File: src/rtl/slrec_pkg.sv
// Shared types and constants for the scanline region edge centroid block.
package slrec_pkg;

   localparam int IMAGE_WIDTH  = 640;
   localparam int IMAGE_HEIGHT = 480;

   localparam int PIX_W  = 8;
   localparam int COL_W  = $clog2(IMAGE_WIDTH + 1);
   localparam int ROW_W  = $clog2(IMAGE_HEIGHT);
   localparam int CNT_W  = 10;
   localparam int SUM_W  = 19;
   localparam int FRAC_W = 12;

   localparam int SLOPE_W = 19;
   localparam int ICPT_W  = 25;
   localparam int PROD_W  = SLOPE_W + ROW_W + 1;
   localparam int LINE_W  = PROD_W + 1;

   localparam int NUM_REGIONS = 4;
   localparam int NUM_BOUNDS  = NUM_REGIONS - 1;
   localparam int REGION_W    = $clog2(NUM_REGIONS);
   localparam int BIDX_W      = $clog2(NUM_BOUNDS);
   localparam int STEP_W      = $clog2(SUM_W);

   localparam int QUEUE_DEPTH = 2;
   localparam int QPTR_W      = $clog2(QUEUE_DEPTH);
   localparam int QCNT_W      = $clog2(QUEUE_DEPTH + 1);

   localparam int CSR_IDX_W  = 3;
   localparam int CSR_DATA_W = ICPT_W;

   localparam logic [CSR_IDX_W-1:0] CSR_SLOPE_A     = 3'd0;
   localparam logic [CSR_IDX_W-1:0] CSR_INTERCEPT_A = 3'd1;
   localparam logic [CSR_IDX_W-1:0] CSR_SLOPE_B     = 3'd2;
   localparam logic [CSR_IDX_W-1:0] CSR_INTERCEPT_B = 3'd3;
   localparam logic [CSR_IDX_W-1:0] CSR_SLOPE_C     = 3'd4;
   localparam logic [CSR_IDX_W-1:0] CSR_INTERCEPT_C = 3'd5;

   typedef struct packed {
      logic [PIX_W-1:0] pixel_value;
      logic [COL_W-1:0] pixel_column;
      logic [ROW_W-1:0] row_number;
      logic             end_of_row;
   } req_type;

   typedef struct packed {
      logic [REGION_W-1:0] region_index;
      logic [COL_W-1:0]    point_column;
      logic [ROW_W-1:0]    scan_row;
      logic                last_of_row;
   } rsp_type;

   // One finished row, handed from the accumulating front to the divider.
   typedef struct packed {
      logic [ROW_W-1:0]                    row;
      logic [NUM_REGIONS-1:0][COL_W-1:0]   lo;
      logic [NUM_REGIONS-1:0][CNT_W-1:0]   cnt;
      logic [NUM_REGIONS-1:0][SUM_W-1:0]   sum;
   } job_type;

   typedef struct packed {
      logic full;
      logic empty;
   } qstat_type;

endpackage

File: src/rtl/slrec_front.sv
// Front end: line registers, bound placement and per-region accumulation.
module slrec_front (
   input  logic                             clock,
   input  logic                             reset,
   input  logic                             csr_valid,
   output logic                             csr_ready,
   input  logic [slrec_pkg::CSR_IDX_W-1:0]  csr_index,
   input  logic [slrec_pkg::CSR_DATA_W-1:0] csr_wdata,
   input  logic                             req_valid,
   output logic                             req_stall,
   input  slrec_pkg::req_type               req_data,
   output logic                             q_push,
   output slrec_pkg::job_type               q_job,
   input  slrec_pkg::qstat_type             q_stat
);
   import slrec_pkg::*;

   typedef enum logic [2:0] {F_IDLE, F_MUL, F_ADD, F_ACC, F_PUSH} fst_type;

   fst_type st_ff, st_in;
   logic    row_open_ff, row_open_in;
   logic [BIDX_W-1:0] bidx_ff, bidx_in;
   logic [NUM_BOUNDS-1:0][SLOPE_W-1:0] slope_ff, slope_in;
   logic [NUM_BOUNDS-1:0][ICPT_W-1:0]  icpt_ff, icpt_in;
   logic [NUM_BOUNDS-1:0][COL_W-1:0]   bound_ff, bound_in;
   logic [NUM_REGIONS-1:0][CNT_W-1:0]  cnt_ff, cnt_in;
   logic [NUM_REGIONS-1:0][SUM_W-1:0]  sum_ff, sum_in;
   req_type pix_ff;
   logic signed [PROD_W-1:0] prod_ff, prod_in;

   logic    req_accept, acc_en;
   req_type pix;
   logic signed [LINE_W-1:0] line_q12;
   logic [LINE_W-FRAC_W-2:0] line_col;
   logic [COL_W-1:0] bound_val;
   logic [NUM_REGIONS-1:0][COL_W-1:0] lo, hi;

   assign csr_ready  = 1'b1;
   assign req_stall  = (st_ff != F_IDLE);
   assign req_accept = req_valid && !req_stall;
   assign q_push     = (st_ff == F_PUSH) && !q_stat.full;

   always_comb begin
      q_job.row = pix_ff.row_number;
      q_job.lo  = lo;
      q_job.cnt = cnt_ff;
      q_job.sum = sum_ff;
   end

   // Shared multiplier, registered; add, truncate and clamp in the next cycle.
   assign prod_in  = $signed(slope_ff[bidx_ff]) * $signed({1'b0, pix_ff.row_number});
   assign line_q12 = LINE_W'(prod_ff) + LINE_W'($signed(icpt_ff[bidx_ff]));
   assign line_col = line_q12[LINE_W-2:FRAC_W];

   always_comb begin
      if (line_q12[LINE_W-1]) begin
         bound_val = '0;
      end else if (line_col > (LINE_W-FRAC_W-1)'(IMAGE_WIDTH)) begin
         bound_val = COL_W'(IMAGE_WIDTH);
      end else begin
         bound_val = line_col[COL_W-1:0];
      end
   end

   always_comb begin
      lo[0] = '0;
      for (int j = 0; j < NUM_BOUNDS; j++) begin
         lo[j+1] = bound_ff[j];
         hi[j]   = bound_ff[j];
      end
      hi[NUM_REGIONS-1] = COL_W'(IMAGE_WIDTH);
   end

   assign pix    = (st_ff == F_ACC) ? pix_ff : req_data;
   assign acc_en = (st_ff == F_ACC) || (req_accept && row_open_ff);

   always_comb begin
      st_in       = st_ff;
      row_open_in = row_open_ff;
      bidx_in     = bidx_ff;
      slope_in    = slope_ff;
      icpt_in     = icpt_ff;
      bound_in    = bound_ff;
      cnt_in      = cnt_ff;
      sum_in      = sum_ff;

      if (csr_valid && csr_ready) begin
         unique case (csr_index)
            CSR_SLOPE_A:     slope_in[0] = csr_wdata[SLOPE_W-1:0];
            CSR_INTERCEPT_A: icpt_in[0]  = csr_wdata;
            CSR_SLOPE_B:     slope_in[1] = csr_wdata[SLOPE_W-1:0];
            CSR_INTERCEPT_B: icpt_in[1]  = csr_wdata;
            CSR_SLOPE_C:     slope_in[2] = csr_wdata[SLOPE_W-1:0];
            CSR_INTERCEPT_C: icpt_in[2]  = csr_wdata;
            default: ;
         endcase
      end

      // Regions may overlap when bounds are out of order; each counts the pixel.
      if (acc_en && (pix.pixel_value != '0)) begin
         for (int j = 0; j < NUM_REGIONS; j++) begin
            if ((pix.pixel_column >= lo[j]) && (pix.pixel_column < hi[j])) begin
               cnt_in[j] = cnt_ff[j] + CNT_W'(1);
               sum_in[j] = sum_ff[j] + SUM_W'(pix.pixel_column - lo[j]);
            end
         end
      end

      unique case (st_ff)
         F_IDLE: begin
            if (req_accept) begin
               if (!row_open_ff) begin
                  bidx_in     = '0;
                  row_open_in = 1'b1;
                  st_in       = F_MUL;
               end else if (req_data.end_of_row) begin
                  st_in = F_PUSH;
               end
            end
         end
         F_MUL: st_in = F_ADD;
         F_ADD: begin
            bound_in[bidx_ff] = bound_val;
            if (bidx_ff == BIDX_W'(NUM_BOUNDS - 1)) begin
               st_in = F_ACC;
            end else begin
               bidx_in = bidx_ff + BIDX_W'(1);
               st_in   = F_MUL;
            end
         end
         F_ACC: st_in = pix_ff.end_of_row ? F_PUSH : F_IDLE;
         F_PUSH: begin
            if (!q_stat.full) begin
               cnt_in      = '0;
               sum_in      = '0;
               row_open_in = 1'b0;
               st_in       = F_IDLE;
            end
         end
         default: st_in = F_IDLE;
      endcase
   end

   always_ff @(posedge clock) begin
      if (reset) begin
         st_ff       <= F_IDLE;
         row_open_ff <= 1'b0;
         bidx_ff     <= '0;
         slope_ff    <= '0;
         icpt_ff     <= '0;
         bound_ff    <= '0;
         cnt_ff      <= '0;
         sum_ff      <= '0;
      end else begin
         st_ff       <= st_in;
         row_open_ff <= row_open_in;
         bidx_ff     <= bidx_in;
         slope_ff    <= slope_in;
         icpt_ff     <= icpt_in;
         bound_ff    <= bound_in;
         cnt_ff      <= cnt_in;
         sum_ff      <= sum_in;
      end
   end

   always_ff @(posedge clock) begin
      if (req_accept) begin
         pix_ff <= req_data;
      end
      prod_ff <= prod_in;
   end

`ifndef ASSERT_OFF
   a_first_pixel_holds: assert property (@(posedge clock) disable iff (reset)
      (req_accept && !row_open_ff) |=> req_stall)
      else $error("front accepted a pixel while placing bounds");
   a_push_closes_row: assert property (@(posedge clock) disable iff (reset)
      q_push |=> !row_open_ff)
      else $error("row still open after its job was queued");
   a_bound_in_range: assert property (@(posedge clock) disable iff (reset)
      q_push |-> (q_job.lo[NUM_REGIONS-1] <= COL_W'(IMAGE_WIDTH)))
      else $error("region bound beyond image width");
`endif

endmodule

File: src/rtl/slrec_queue.sv
// Short queue of finished-row jobs between the front and back ends.
module slrec_queue (
   input  logic                 clock,
   input  logic                 reset,
   input  logic                 push,
   input  slrec_pkg::job_type   push_job,
   input  logic                 pop,
   output slrec_pkg::job_type   head_job,
   output slrec_pkg::qstat_type stat
);
   import slrec_pkg::*;

   job_type            slot_ff [QUEUE_DEPTH];
   logic [QPTR_W-1:0]  wr_ff, wr_in, rd_ff, rd_in;
   logic [QCNT_W-1:0]  cnt_ff, cnt_in;

   assign stat.full  = (cnt_ff == QCNT_W'(QUEUE_DEPTH));
   assign stat.empty = (cnt_ff == '0);
   assign head_job   = slot_ff[rd_ff];

   always_comb begin
      wr_in  = wr_ff;
      rd_in  = rd_ff;
      cnt_in = cnt_ff;
      if (push) begin
         wr_in = (wr_ff == QPTR_W'(QUEUE_DEPTH - 1)) ? '0 : wr_ff + QPTR_W'(1);
      end
      if (pop) begin
         rd_in = (rd_ff == QPTR_W'(QUEUE_DEPTH - 1)) ? '0 : rd_ff + QPTR_W'(1);
      end
      priority if (push && !pop) begin
         cnt_in = cnt_ff + QCNT_W'(1);
      end else if (pop && !push) begin
         cnt_in = cnt_ff - QCNT_W'(1);
      end
   end

   always_ff @(posedge clock) begin
      if (reset) begin
         wr_ff  <= '0;
         rd_ff  <= '0;
         cnt_ff <= '0;
      end else begin
         wr_ff  <= wr_in;
         rd_ff  <= rd_in;
         cnt_ff <= cnt_in;
      end
   end

   always_ff @(posedge clock) begin
      if (push) begin
         slot_ff[wr_ff] <= push_job;
      end
   end

`ifndef ASSERT_OFF
   a_no_overflow: assert property (@(posedge clock) disable iff (reset)
      push |-> !stat.full)
      else $error("push into full row queue");
   a_no_underflow: assert property (@(posedge clock) disable iff (reset)
      pop |-> !stat.empty)
      else $error("pop from empty row queue");
`endif

endmodule

File: src/rtl/slrec_back.sv
// Back end: per-region restoring divider and result output register.
module slrec_back (
   input  logic                 clock,
   input  logic                 reset,
   input  slrec_pkg::job_type   head_job,
   input  slrec_pkg::qstat_type q_stat,
   output logic                 q_pop,
   output logic                 rsp_valid,
   input  logic                 rsp_stall,
   output slrec_pkg::rsp_type   rsp_data
);
   import slrec_pkg::*;

   typedef enum logic [1:0] {B_IDLE, B_PREP, B_DIV, B_OUT} bst_type;

   bst_type st_ff, st_in;
   logic [REGION_W-1:0] ra_ff, ra_in;
   logic [STEP_W-1:0]   step_ff, step_in;
   logic                zero_ff, zero_in;
   logic                rsp_valid_ff, rsp_valid_in;
   job_type             job_ff;
   logic [CNT_W-1:0]    rem_ff, rem_in;
   logic [SUM_W-1:0]    quo_ff, quo_in, dvd_ff, dvd_in;
   rsp_type             rsp_ff, rsp_in;

   logic [CNT_W-1:0] cnt_sel;
   logic [SUM_W-1:0] sum_sel;
   logic [COL_W-1:0] lo_sel;
   logic [CNT_W:0]   rem_sh;
   logic             ge;
   logic             out_load;

   assign cnt_sel  = job_ff.cnt[ra_ff];
   assign sum_sel  = job_ff.sum[ra_ff];
   assign lo_sel   = job_ff.lo[ra_ff];
   assign q_pop    = (st_ff == B_IDLE) && !q_stat.empty;
   assign out_load = (st_ff == B_OUT) && (!rsp_valid_ff || !rsp_stall);

   assign rsp_valid = rsp_valid_ff;
   assign rsp_data  = rsp_ff;

   // One quotient bit per cycle; remainder stays below the count.
   assign rem_sh = {rem_ff, dvd_ff[SUM_W-1]};
   assign ge     = (rem_sh >= {1'b0, cnt_sel});

   always_comb begin
      st_in        = st_ff;
      ra_in        = ra_ff;
      step_in      = step_ff;
      zero_in      = zero_ff;
      rem_in       = rem_ff;
      quo_in       = quo_ff;
      dvd_in       = dvd_ff;
      rsp_in       = rsp_ff;
      rsp_valid_in = rsp_valid_ff && rsp_stall;

      unique case (st_ff)
         B_IDLE: begin
            if (!q_stat.empty) begin
               ra_in = '0;
               st_in = B_PREP;
            end
         end
         B_PREP: begin
            rem_in  = '0;
            quo_in  = '0;
            dvd_in  = sum_sel;
            step_in = '0;
            zero_in = (sum_sel == '0) || (cnt_sel == '0);
            st_in   = ((sum_sel == '0) || (cnt_sel == '0)) ? B_OUT : B_DIV;
         end
         B_DIV: begin
            rem_in  = ge ? CNT_W'(rem_sh - {1'b0, cnt_sel}) : rem_sh[CNT_W-1:0];
            quo_in  = {quo_ff[SUM_W-2:0], ge};
            dvd_in  = {dvd_ff[SUM_W-2:0], 1'b0};
            step_in = step_ff + STEP_W'(1);
            if (step_ff == STEP_W'(SUM_W - 1)) begin
               st_in = B_OUT;
            end
         end
         B_OUT: begin
            if (out_load) begin
               rsp_valid_in        = 1'b1;
               rsp_in.region_index = ra_ff;
               rsp_in.point_column = zero_ff ? '0 : lo_sel + quo_ff[COL_W-1:0];
               rsp_in.scan_row     = job_ff.row;
               rsp_in.last_of_row  = (ra_ff == REGION_W'(NUM_REGIONS - 1));
               if (ra_ff == REGION_W'(NUM_REGIONS - 1)) begin
                  st_in = B_IDLE;
               end else begin
                  ra_in = ra_ff + REGION_W'(1);
                  st_in = B_PREP;
               end
            end
         end
         default: st_in = B_IDLE;
      endcase
   end

   always_ff @(posedge clock) begin
      if (reset) begin
         st_ff        <= B_IDLE;
         ra_ff        <= '0;
         step_ff      <= '0;
         rsp_valid_ff <= 1'b0;
      end else begin
         st_ff        <= st_in;
         ra_ff        <= ra_in;
         step_ff      <= step_in;
         rsp_valid_ff <= rsp_valid_in;
      end
   end

   always_ff @(posedge clock) begin
      if (q_pop) begin
         job_ff <= head_job;
      end
      zero_ff <= zero_in;
      rem_ff  <= rem_in;
      quo_ff  <= quo_in;
      dvd_ff  <= dvd_in;
      rsp_ff  <= rsp_in;
   end

`ifndef ASSERT_OFF
   a_div_nonzero: assert property (@(posedge clock) disable iff (reset)
      (st_ff == B_DIV) |-> (cnt_sel != '0))
      else $error("divider running with zero count");
   a_last_is_region3: assert property (@(posedge clock) disable iff (reset)
      (rsp_valid_ff && rsp_ff.last_of_row) |->
         (rsp_ff.region_index == REGION_W'(NUM_REGIONS - 1)))
      else $error("last_of_row on a region other than the rightmost");
`endif

endmodule

File: src/rtl/scanline_region_edge_centroid.sv
// Top level: scanline region edge centroid, front end, row queue and divider back end.
//
//   channel   direction  handshake            payload
//   req_      in         req_valid/req_stall  req_data  (slrec_pkg::req_type)
//   rsp_      out        rsp_valid/rsp_stall  rsp_data  (slrec_pkg::rsp_type)
//   csr_      in         csr_valid/csr_ready  csr_index, csr_wdata
//
// A pixel inside an open row is counted as it is accepted. The first pixel of a row
// stalls the input while the three bounds share one multiplier, each taking a multiply
// and an add step, then the pixel is counted. An end-of-row pixel then hands the row to
// the queue, waiting while it is full. The back end pops a row and runs each region in
// turn through its one restoring divider, while the next row accumulates.
// Reset is synchronous; it clears line registers, counts and both queue ends.
// rsp_stall holds the output register; req_stall is high while the front end is busy.
module scanline_region_edge_centroid (
   input  logic                             clock,
   input  logic                             reset,
   input  logic                             csr_valid,
   output logic                             csr_ready,
   input  logic [slrec_pkg::CSR_IDX_W-1:0]  csr_index,
   input  logic [slrec_pkg::CSR_DATA_W-1:0] csr_wdata,
   input  logic                             req_valid,
   output logic                             req_stall,
   input  slrec_pkg::req_type               req_data,
   output logic                             rsp_valid,
   input  logic                             rsp_stall,
   output slrec_pkg::rsp_type               rsp_data
);
   import slrec_pkg::*;

   logic      q_push, q_pop;
   job_type   push_job, head_job;
   qstat_type q_stat;

   slrec_front u_front (
      .clock     (clock),
      .reset     (reset),
      .csr_valid (csr_valid),
      .csr_ready (csr_ready),
      .csr_index (csr_index),
      .csr_wdata (csr_wdata),
      .req_valid (req_valid),
      .req_stall (req_stall),
      .req_data  (req_data),
      .q_push    (q_push),
      .q_job     (push_job),
      .q_stat    (q_stat)
   );

   slrec_queue u_queue (
      .clock    (clock),
      .reset    (reset),
      .push     (q_push),
      .push_job (push_job),
      .pop      (q_pop),
      .head_job (head_job),
      .stat     (q_stat)
   );

   slrec_back u_back (
      .clock     (clock),
      .reset     (reset),
      .head_job  (head_job),
      .q_stat    (q_stat),
      .q_pop     (q_pop),
      .rsp_valid (rsp_valid),
      .rsp_stall (rsp_stall),
      .rsp_data  (rsp_data)
   );

endmodule

File: config.mk
export PLATFORM = sky130hd
export DESIGN_NAME = scanline_region_edge_centroid
export DESIGN_NICKNAME = d
export VERILOG_FILES = /design/src/rtl/slrec_pkg.sv /design/src/rtl/slrec_front.sv /design/src/rtl/slrec_queue.sv /design/src/rtl/slrec_back.sv /design/src/rtl/scanline_region_edge_centroid.sv
export SDC_FILE = /design/constraint.sdc
export NUM_CORES = 2
export LEC_CHECK = 0
export ABC_AREA = 1
export BUFFER_PORTS_ARGS = -buffer_cell sky130_fd_sc_hd__buf_2
export CAP_MARGIN = 20
export CORE_MARGIN = 10
export CORE_UTILIZATION = 30
export CTS_CLUSTER_SIZE = 24
export DETAILED_ROUTE_END_ITERATION = 10
export HOLD_SLACK_MARGIN = 0.12
export PLACE_DENSITY = 0.43
export SYNTH_ARGS = -nofsm -noshare
export SYNTH_HDL_FRONTEND = slang
export SYNTH_SLANG_ARGS = --single-unit
File: constraint.sdc
create_clock -name clock -period 17.7 [get_ports clock]
set_input_delay 1.77 -clock clock [delete_from_list [all_inputs] [get_ports clock]]
set_output_delay 1.77 -clock clock [all_outputs]
set_load 0.03 [all_outputs]
# --- After elaboration in Yosys (flattened, before gate mapping) ---
# Memories as Yosys holds them, arrays and structs flattened. A register that Yosys moved wholly into a read port is not among the register bits.
# Cells that the tools add are included.
op_classes:
  n_addsub: 21
  multipliers: 1
  magnitude_cmp: 13
  eq_ne: 25
  mux: 67
  reduce_logical: 49
ops:
  columns: ["op", "n"]
  rows:
  - ["$mux W76", 3]
  - ["$mux W40", 3]
  - ["$mux W19", 6]
  - ["$mux W10", 10]
  - ["$bmux W19 S2", 2]
  - ["$add A19 B19 Y19", 3]
  - ["$bmux W25 S2", 1]
  - ["$add A10 B1 Y10 const B", 4]
  - ["$bmux W10 S2", 2]
  - ["$pmux W10 S2", 2]
  - ["$pmux W19 S2", 1]
  - ["$sub A10 B10 Y11", 3]
  - ["$add A29 B25 Y30", 1]
  - ["$bwmux W30", 1]
  - ["$ge A10 B10 Y1", 3]
  - ["$lt A10 B10 Y1", 3]
  - ["$mul A19 B10 Y29", 1]
  - ["$mux W28", 1]
  - ["$mux W25", 1]
  - ["$mux W2", 12]
  - ["$demux W10 S2", 1]
  - ["$add A19 B10 Y19", 1]
  - ["$logic_not A19 Y1", 1]
  - ["$gt A17 B10 Y1 const B", 1]
  - ["39 further kinds", 109]
word_totals:
  ff_bits: 427
  mem_bits_rw: 310
  inputBits: 61
  output_inout_bits: 25
  word_cells: 218
  n_memories: 1
memory_table:
  columns: ["memory", "words", "width", "rd", "rd_ports_with_merged_regs", "write_ports", "line", "text"]
  rows:
  - ["u_queue.slot_ff", 2, 155, 1, 1, 1, "slrec_queue.sv:13", "job_type slot_ff [QUEUE_DEPTH];"]

# --- Depth between registers and ports, before layout ---
logic_depth:
  word_depth: 9
  mapped_depth: 32
  ltp_nobuf: 31

# --- Modules after synthesis ---
# A second synthesis with hierarchy kept.
unflattened:
  cells_unflattened: 4757
  area_unflattened_um2: 47292.9
modules_own_cells:
  columns: ["module", "instances", "cells_per_inst", "area_each_um2"]
  rows:
  - ["slrec_front", 1, 3376, 25127.8]
  - ["slrec_queue", 1, 546, 12190.4]
  - ["slrec_back", 1, 835, 9974.6]

# --- Worst setup path after synthesis ---
# Ideal clock, no wire load.
synth_path:
  path_kind: "register -> register"
  startpoint: "register u_back.st_ff[0]"
  endpoint: "register u_queue.cnt_ff[1]"
  setup_ns: 0.122
  arrival_ns: 9.408
  required_ns: 17.578
  path_slack_ns: 8.169
  stages_incl_launch_ff: 11
  synth_period_minus_slack_ns: 9.531
  cell_sequence: "dfxtp_1 inv_1 ha_1 inv_1 a21oi_1 inv_1 ha_1 a21oi_1 o21ai_0 o21ai_0 a21oi_1"
synth_between:
  elab_chain_len: 5
synth_lines:
  columns: ["item", "line", "text"]
  rows:
  - ["start: declaration", "slrec_back.sv:16", "bst_type st_ff, st_in;"]
  - ["start signal: assignment", "slrec_back.sv:107", "st_ff <= st_in;"]
  - ["$logic_not A2 Y1 *", "slrec_back.sv:36", "assign q_pop = (st_ff == B_IDLE) && !q_stat.empty;"]
  - ["$logic_and A1 B1 Y1 *", "slrec_back.sv:36", null]
  - ["named net q_pop", "scanline_region_edge_centroid.sv:31", "logic q_push, q_pop;"]
  - ["$logic_not A1 Y1", "slrec_queue.sv:31", "priority if (push && !pop) begin"]
  - ["$logic_and A1 B1 Y1", "slrec_queue.sv:31", null]
  - ["$mux W2 / $reduce_bool A2 Y1 (equally long branches)", null, null]
  - ["end signal: assignment", "slrec_queue.sv:46", "cnt_ff <= cnt_in;"]
  - ["end: declaration", "slrec_queue.sv:15", "logic [QCNT_W-1:0] cnt_ff, cnt_in;"]
# Mark *: on every way through the listed nets, which the timed path passes. The rest lies on a longest branch.
# A chain may end at the register's enable or synchronous reset.

# --- Worst setup path after layout ---
layout_path:
  startpoint: "register u_front.bidx_ff[1]"
  endpoint: "register u_front.prod_ff[28]"
layout_between:
  elab_chain_len: 3
layout_lines:
  columns: ["item", "line", "text"]
  rows:
  - ["start: declaration", "slrec_front.sv:22", "logic [BIDX_W-1:0] bidx_ff, bidx_in;"]
  - ["start signal: assignment", "slrec_front.sv:157", "bidx_ff <= bidx_in;"]
  - ["$bmux W19 S2", "slrec_front.sv:51", "assign prod_in = $signed(slope_ff[bidx_ff]) * $signed({1'b0, pix_ff.row_number});"]
  - ["$mux W19 (not written as such)", "slrec_front.sv:51", null]
  - ["$mul A19 B10 Y29", "slrec_front.sv:51", null]
  - ["named net u_front.prod_in[28]", "slrec_front.sv:29", "logic signed [PROD_W-1:0] prod_ff, prod_in;"]
  - ["end signal: assignment", "slrec_front.sv:170", "prod_ff <= prod_in;"]
  - ["end: declaration", "slrec_front.sv:29", null]
# The timed path passes the listed nets, and every way through them passes these cells. The select of a mux whose other input is x is not followed.

==> results.py <==
metrics = {
    "synthesis": {
        "synth_flop_cell": "edfxtp_1",
        "syn_inst": 4876,
        "yosysMostFrequentCell": "nand2_1",
        "synth_edf_count": 555,
        "ys_seq_elements": 882,
        "async_reset_ff_share_pct": 0,
        "yosys.area.top_type_share_pct": 36.7,
        "netlist_area_sq_um": 45400,
        "yosysSeqAreaShare_pct": 51.1,
        "synth_area_leaders": "edfxtp_1, dfxtp_1, nand2_1",
        "synth_warnings": 0,
        "synth_commonest_cells": "nand2_1, nor2_1, edfxtp_1",
        "avgSynthCellArea_sq_um": 9.31,
        "syn-num-nets": 5309,
        "yosysTopAreaCell": "edfxtp_1",
        "ys_types": 64,
    },
    "place": {
        "hpwl_mm": 88.7,
        "io_buffers": 84,
        "place_congestion": 0.864,
        "dp.cells": 6851,
        "place_area_sq_um": 48100,
        "dp_slack_ns": 9.65,
    },
    "timing": {
        "final_max_slew_viol_count": 0,
        "period_share_pct": 45.7,
        "min_period_ns": 8.09,
        "fin_setup_tns_ns": 0,
        "max_freq_ghz": 0.124,
        "setup_ws_ns": 9.61,
        "hold_viol": 0,
        "worst_pin_slew_ns": 1.08,
        "rsz0062_at_grt": "no",
        "setup-violations-final": 0,
        "worst_hold_slack_ns": 0.418,
        "relSlewSlack_pct": 27.1,
        "finalClockSkew_ns": 0.0771,
    },
    "detailed_routing": {
        "finalWirelength_mm": 126,
        "wl_per_cell_um": 17.9,
        "dr_wl_met2_mm": 54.6,
        "dr_total_vias": 32500,
        "met3WireLength_mm": 6.18,
        "drt_iter0_drc": 2173,
        "met1_length_mm": 62.7,
        "drtAntennaViolNets": 0,
        "firstDrtPassIters": 7,
        "vias_per_cell": 4.62,
        "top_layer": "met5",
        "drcViolationCount": 0,
    },
    "grt": {
        "grtUsageTotal_pct": 14.9,
        "grt_pass1_wl_mm": 195,
        "grt_max_degree": 143,
        "grt_pass1_vias": 32100,
        "overflow": 0,
        "antenna_found_initial": 11,
    },
    "die": {
        "num_rows": 142,
        "chipWidth_um": 409,
        "die_h_um": 409,
        "core_area_sq_um": 150000,
        "die_area_sq_um": 167000,
        "initial_core_util_pct": 30.3,
        "io_pins": 86,
    },
    "worst_hold_path": {
        "min_from": "u_back.job_ff[156]",
        "worstHoldPathType": "reg -> reg",
    },
    "clocking": {
        "clockRootBuffer": "clkbuf_16",
        "cts_resized": 0,
        "clkTransAtPathRegs_ns": 0.06,
        "cts_setup_buffers": 0,
        "clock-sinks": 882,
        "htreeDepth": 3,
        "cts_buffer_depth": 3,
        "postCtsHoldBufs": 0,
        "clock_latency_ns": 0.75,
        "cts_tree": "yes",
        "cts_made_buffers": 102,
    },
    "critical_path": {
        "startpoint": "u_front.bidx_ff[1]",
        "cp-start-kind": "flip-flop",
        "critical_path_required_ns": 18.31,
        "cp_common_cell": "inv_1",
        "crit_path_max_fanout": 30,
        "endpoint": "u_front.prod_ff[28]",
        "reg2regPathDepth": 26,
        "r2r_slack_ns": 9.61,
        "cp-end-kind": "flip-flop",
        "path_class": "reg -> reg",
        "r2r_end": "u_front.prod_ff[28]",
        "crit_arrival_ns": 8.70,
        "slowest_delay_ns": 0.80,
        "reg2reg_from": "u_front.bidx_ff[1]",
        "critPathSlowestCell": "o21ai_0",
    },
    "power": {
        "power_frac_comb_pct": 48.9,
        "power_leakage_nw": 21.3,
        "internal_power_mw": 5.76,
        "p_clk_share_pct": 21.1,
        "pwr-share-seq_pct": 30.0,
        "p_per_area_nw_per_um2": 198,
        "total_power_mw": 10.2,
        "vdd_drop_max_mv": 0.128,
        "sw_frac_of_total_pct": 43.5,
        "p_switching_mw": 4.43,
    },
    "cells_and_area": {
        "drive_gt1_share_pct": 6.98,
        "nNetsFinal": 5373,
        "fillers": 15400,
        "layoutNonFillerInstCount": 7046,
        "utilization_pct": 34.4,
        "diodes": 0,
        "syn2layout_area_growth_pct": 13.6,
        "postLayoutCellArea_sq_um": 51600,
    },
    "status": {
        "status": "finished clean",
    },
    "run": {
        "cap_violations": 0,
    },
}
## how the worst min path moves through the flow
| stage | depth (start not counted) | slack (ns) | to |
|---|---|---|---|
| final | 0 | 0.42 | u_back.rsp_data[1] |
| after global routing | 0 | 0.42 | u_back.rsp_data[9] |
| after detailed placement | 0 | 0.41 | u_back.rsp_data[6] |
| after global placement | 0 | 0.40 | u_back.rsp_data[6] |
| after CTS | 0 | 0.42 | u_back.rsp_data[6] |
| after floorplan | 0 | 0.40 | u_back.rsp_data[1] |
## sequential cells by signal, indices dropped and copies added (netlist names), 3 cells and up
signal,cells
u_front.slope_ff,57
u_front.st_ff,3
u_queue.slot_ff,310
u_front.prod_ff,29
u_back.quo_ff,10
u_front.q_job,155
u_back.job_ff,155
u_front.icpt_ff,75
u_back.dvd_ff,19
u_back.rem_ff,10
u_back.step_ff,5
u_back.rsp_data,22
u_front.pix_ff,19
## worst max-delay path: cells and delay by family (launching register included)
family,cells,cell delay [ns]
adder cells (fa/ha/maj),6,2.89
XOR/XNOR,1,0.14
AND/OR/NAND/NOR,8,1.65
AO/OA/AOI/OAI,4,1.15
buffers and inverters,7,1.33
flip-flops,1,0.78
## kinds of logic (layout without fill, tap and decap cells)
logic type	Yosys count	count (layout)	share of synthesized area, %
AOI/OAI and AO/OA	914	914	10.9
and+or+nand+nor	1870	1870	16.5
buffers and inverters	689	843	5.80
xor gates and xnor gates	148	148	2.91
adders and majority gates	372	372	12.8
other	1	1	0.00826
DFF	882	882	51.1
## final cells by class
cell class	instances	area, sq um	area share, %
Clock buffer	154	3000	5.82
Clock inverter	40	493	0.955
Inverter	519	1970	3.81
Multi-Input combinational cell	3305	19600	38.0
Sequential cell	882	23200	45.0
Tap cell	2016	2520	4.89
Timing Repair Buffer	130	778	1.51
## layer usage
layer	track usage (%)	up-vias
li1	-	16300
met1	21.3	15500
met2	22.9	583
met3	2.79	151
met4	4.04	14
met5	0	-
## cells in the final DEF (no fill, tap or decap), types with 8 or more instances in the layout
cell type / count
nand2_1: 1062
nor2_1: 608
edfxtp_1: 555
inv_1: 500
o21ai_0: 454
a21oi_1: 326
dfxtp_1: 325
ha_1: 218
fa_1: 152
clkbuf_16: 106
xor2_1: 93
buf_2: 84
nand3_1: 71
xnor2_1: 53
buf_4: 44
nor3_1: 41
clkbuf_1: 31
a32o_1: 26
nand4_1: 25
a211oi_1: 23
clkbuf_8: 17
a31oi_1: 16
o21bai_1: 16
clkinv_1: 15
clkinv_2: 14
o21ai_1: 9
inv_2: 9
or2_2: 8
o31ai_1: 8
nand2_2: 8
## power groups by stage
| stage | clock [mW] | sequential, mW | combinational [mW] |
|---|---|---|---|
| after floorplan | 0 | 3.05 | 3.63 |
| after global placement | 0 | 3.10 | 5.06 |
| after detailed placement | 0 | 3.10 | 5.04 |
| after CTS | 2.22 | 3.06 | 5.10 |
| after global routing | 2.31 | 3.10 | 5.76 |
| final | 2.15 | 3.05 | 4.99 |
No activity file was read; power rests on OpenSTA's default activity.
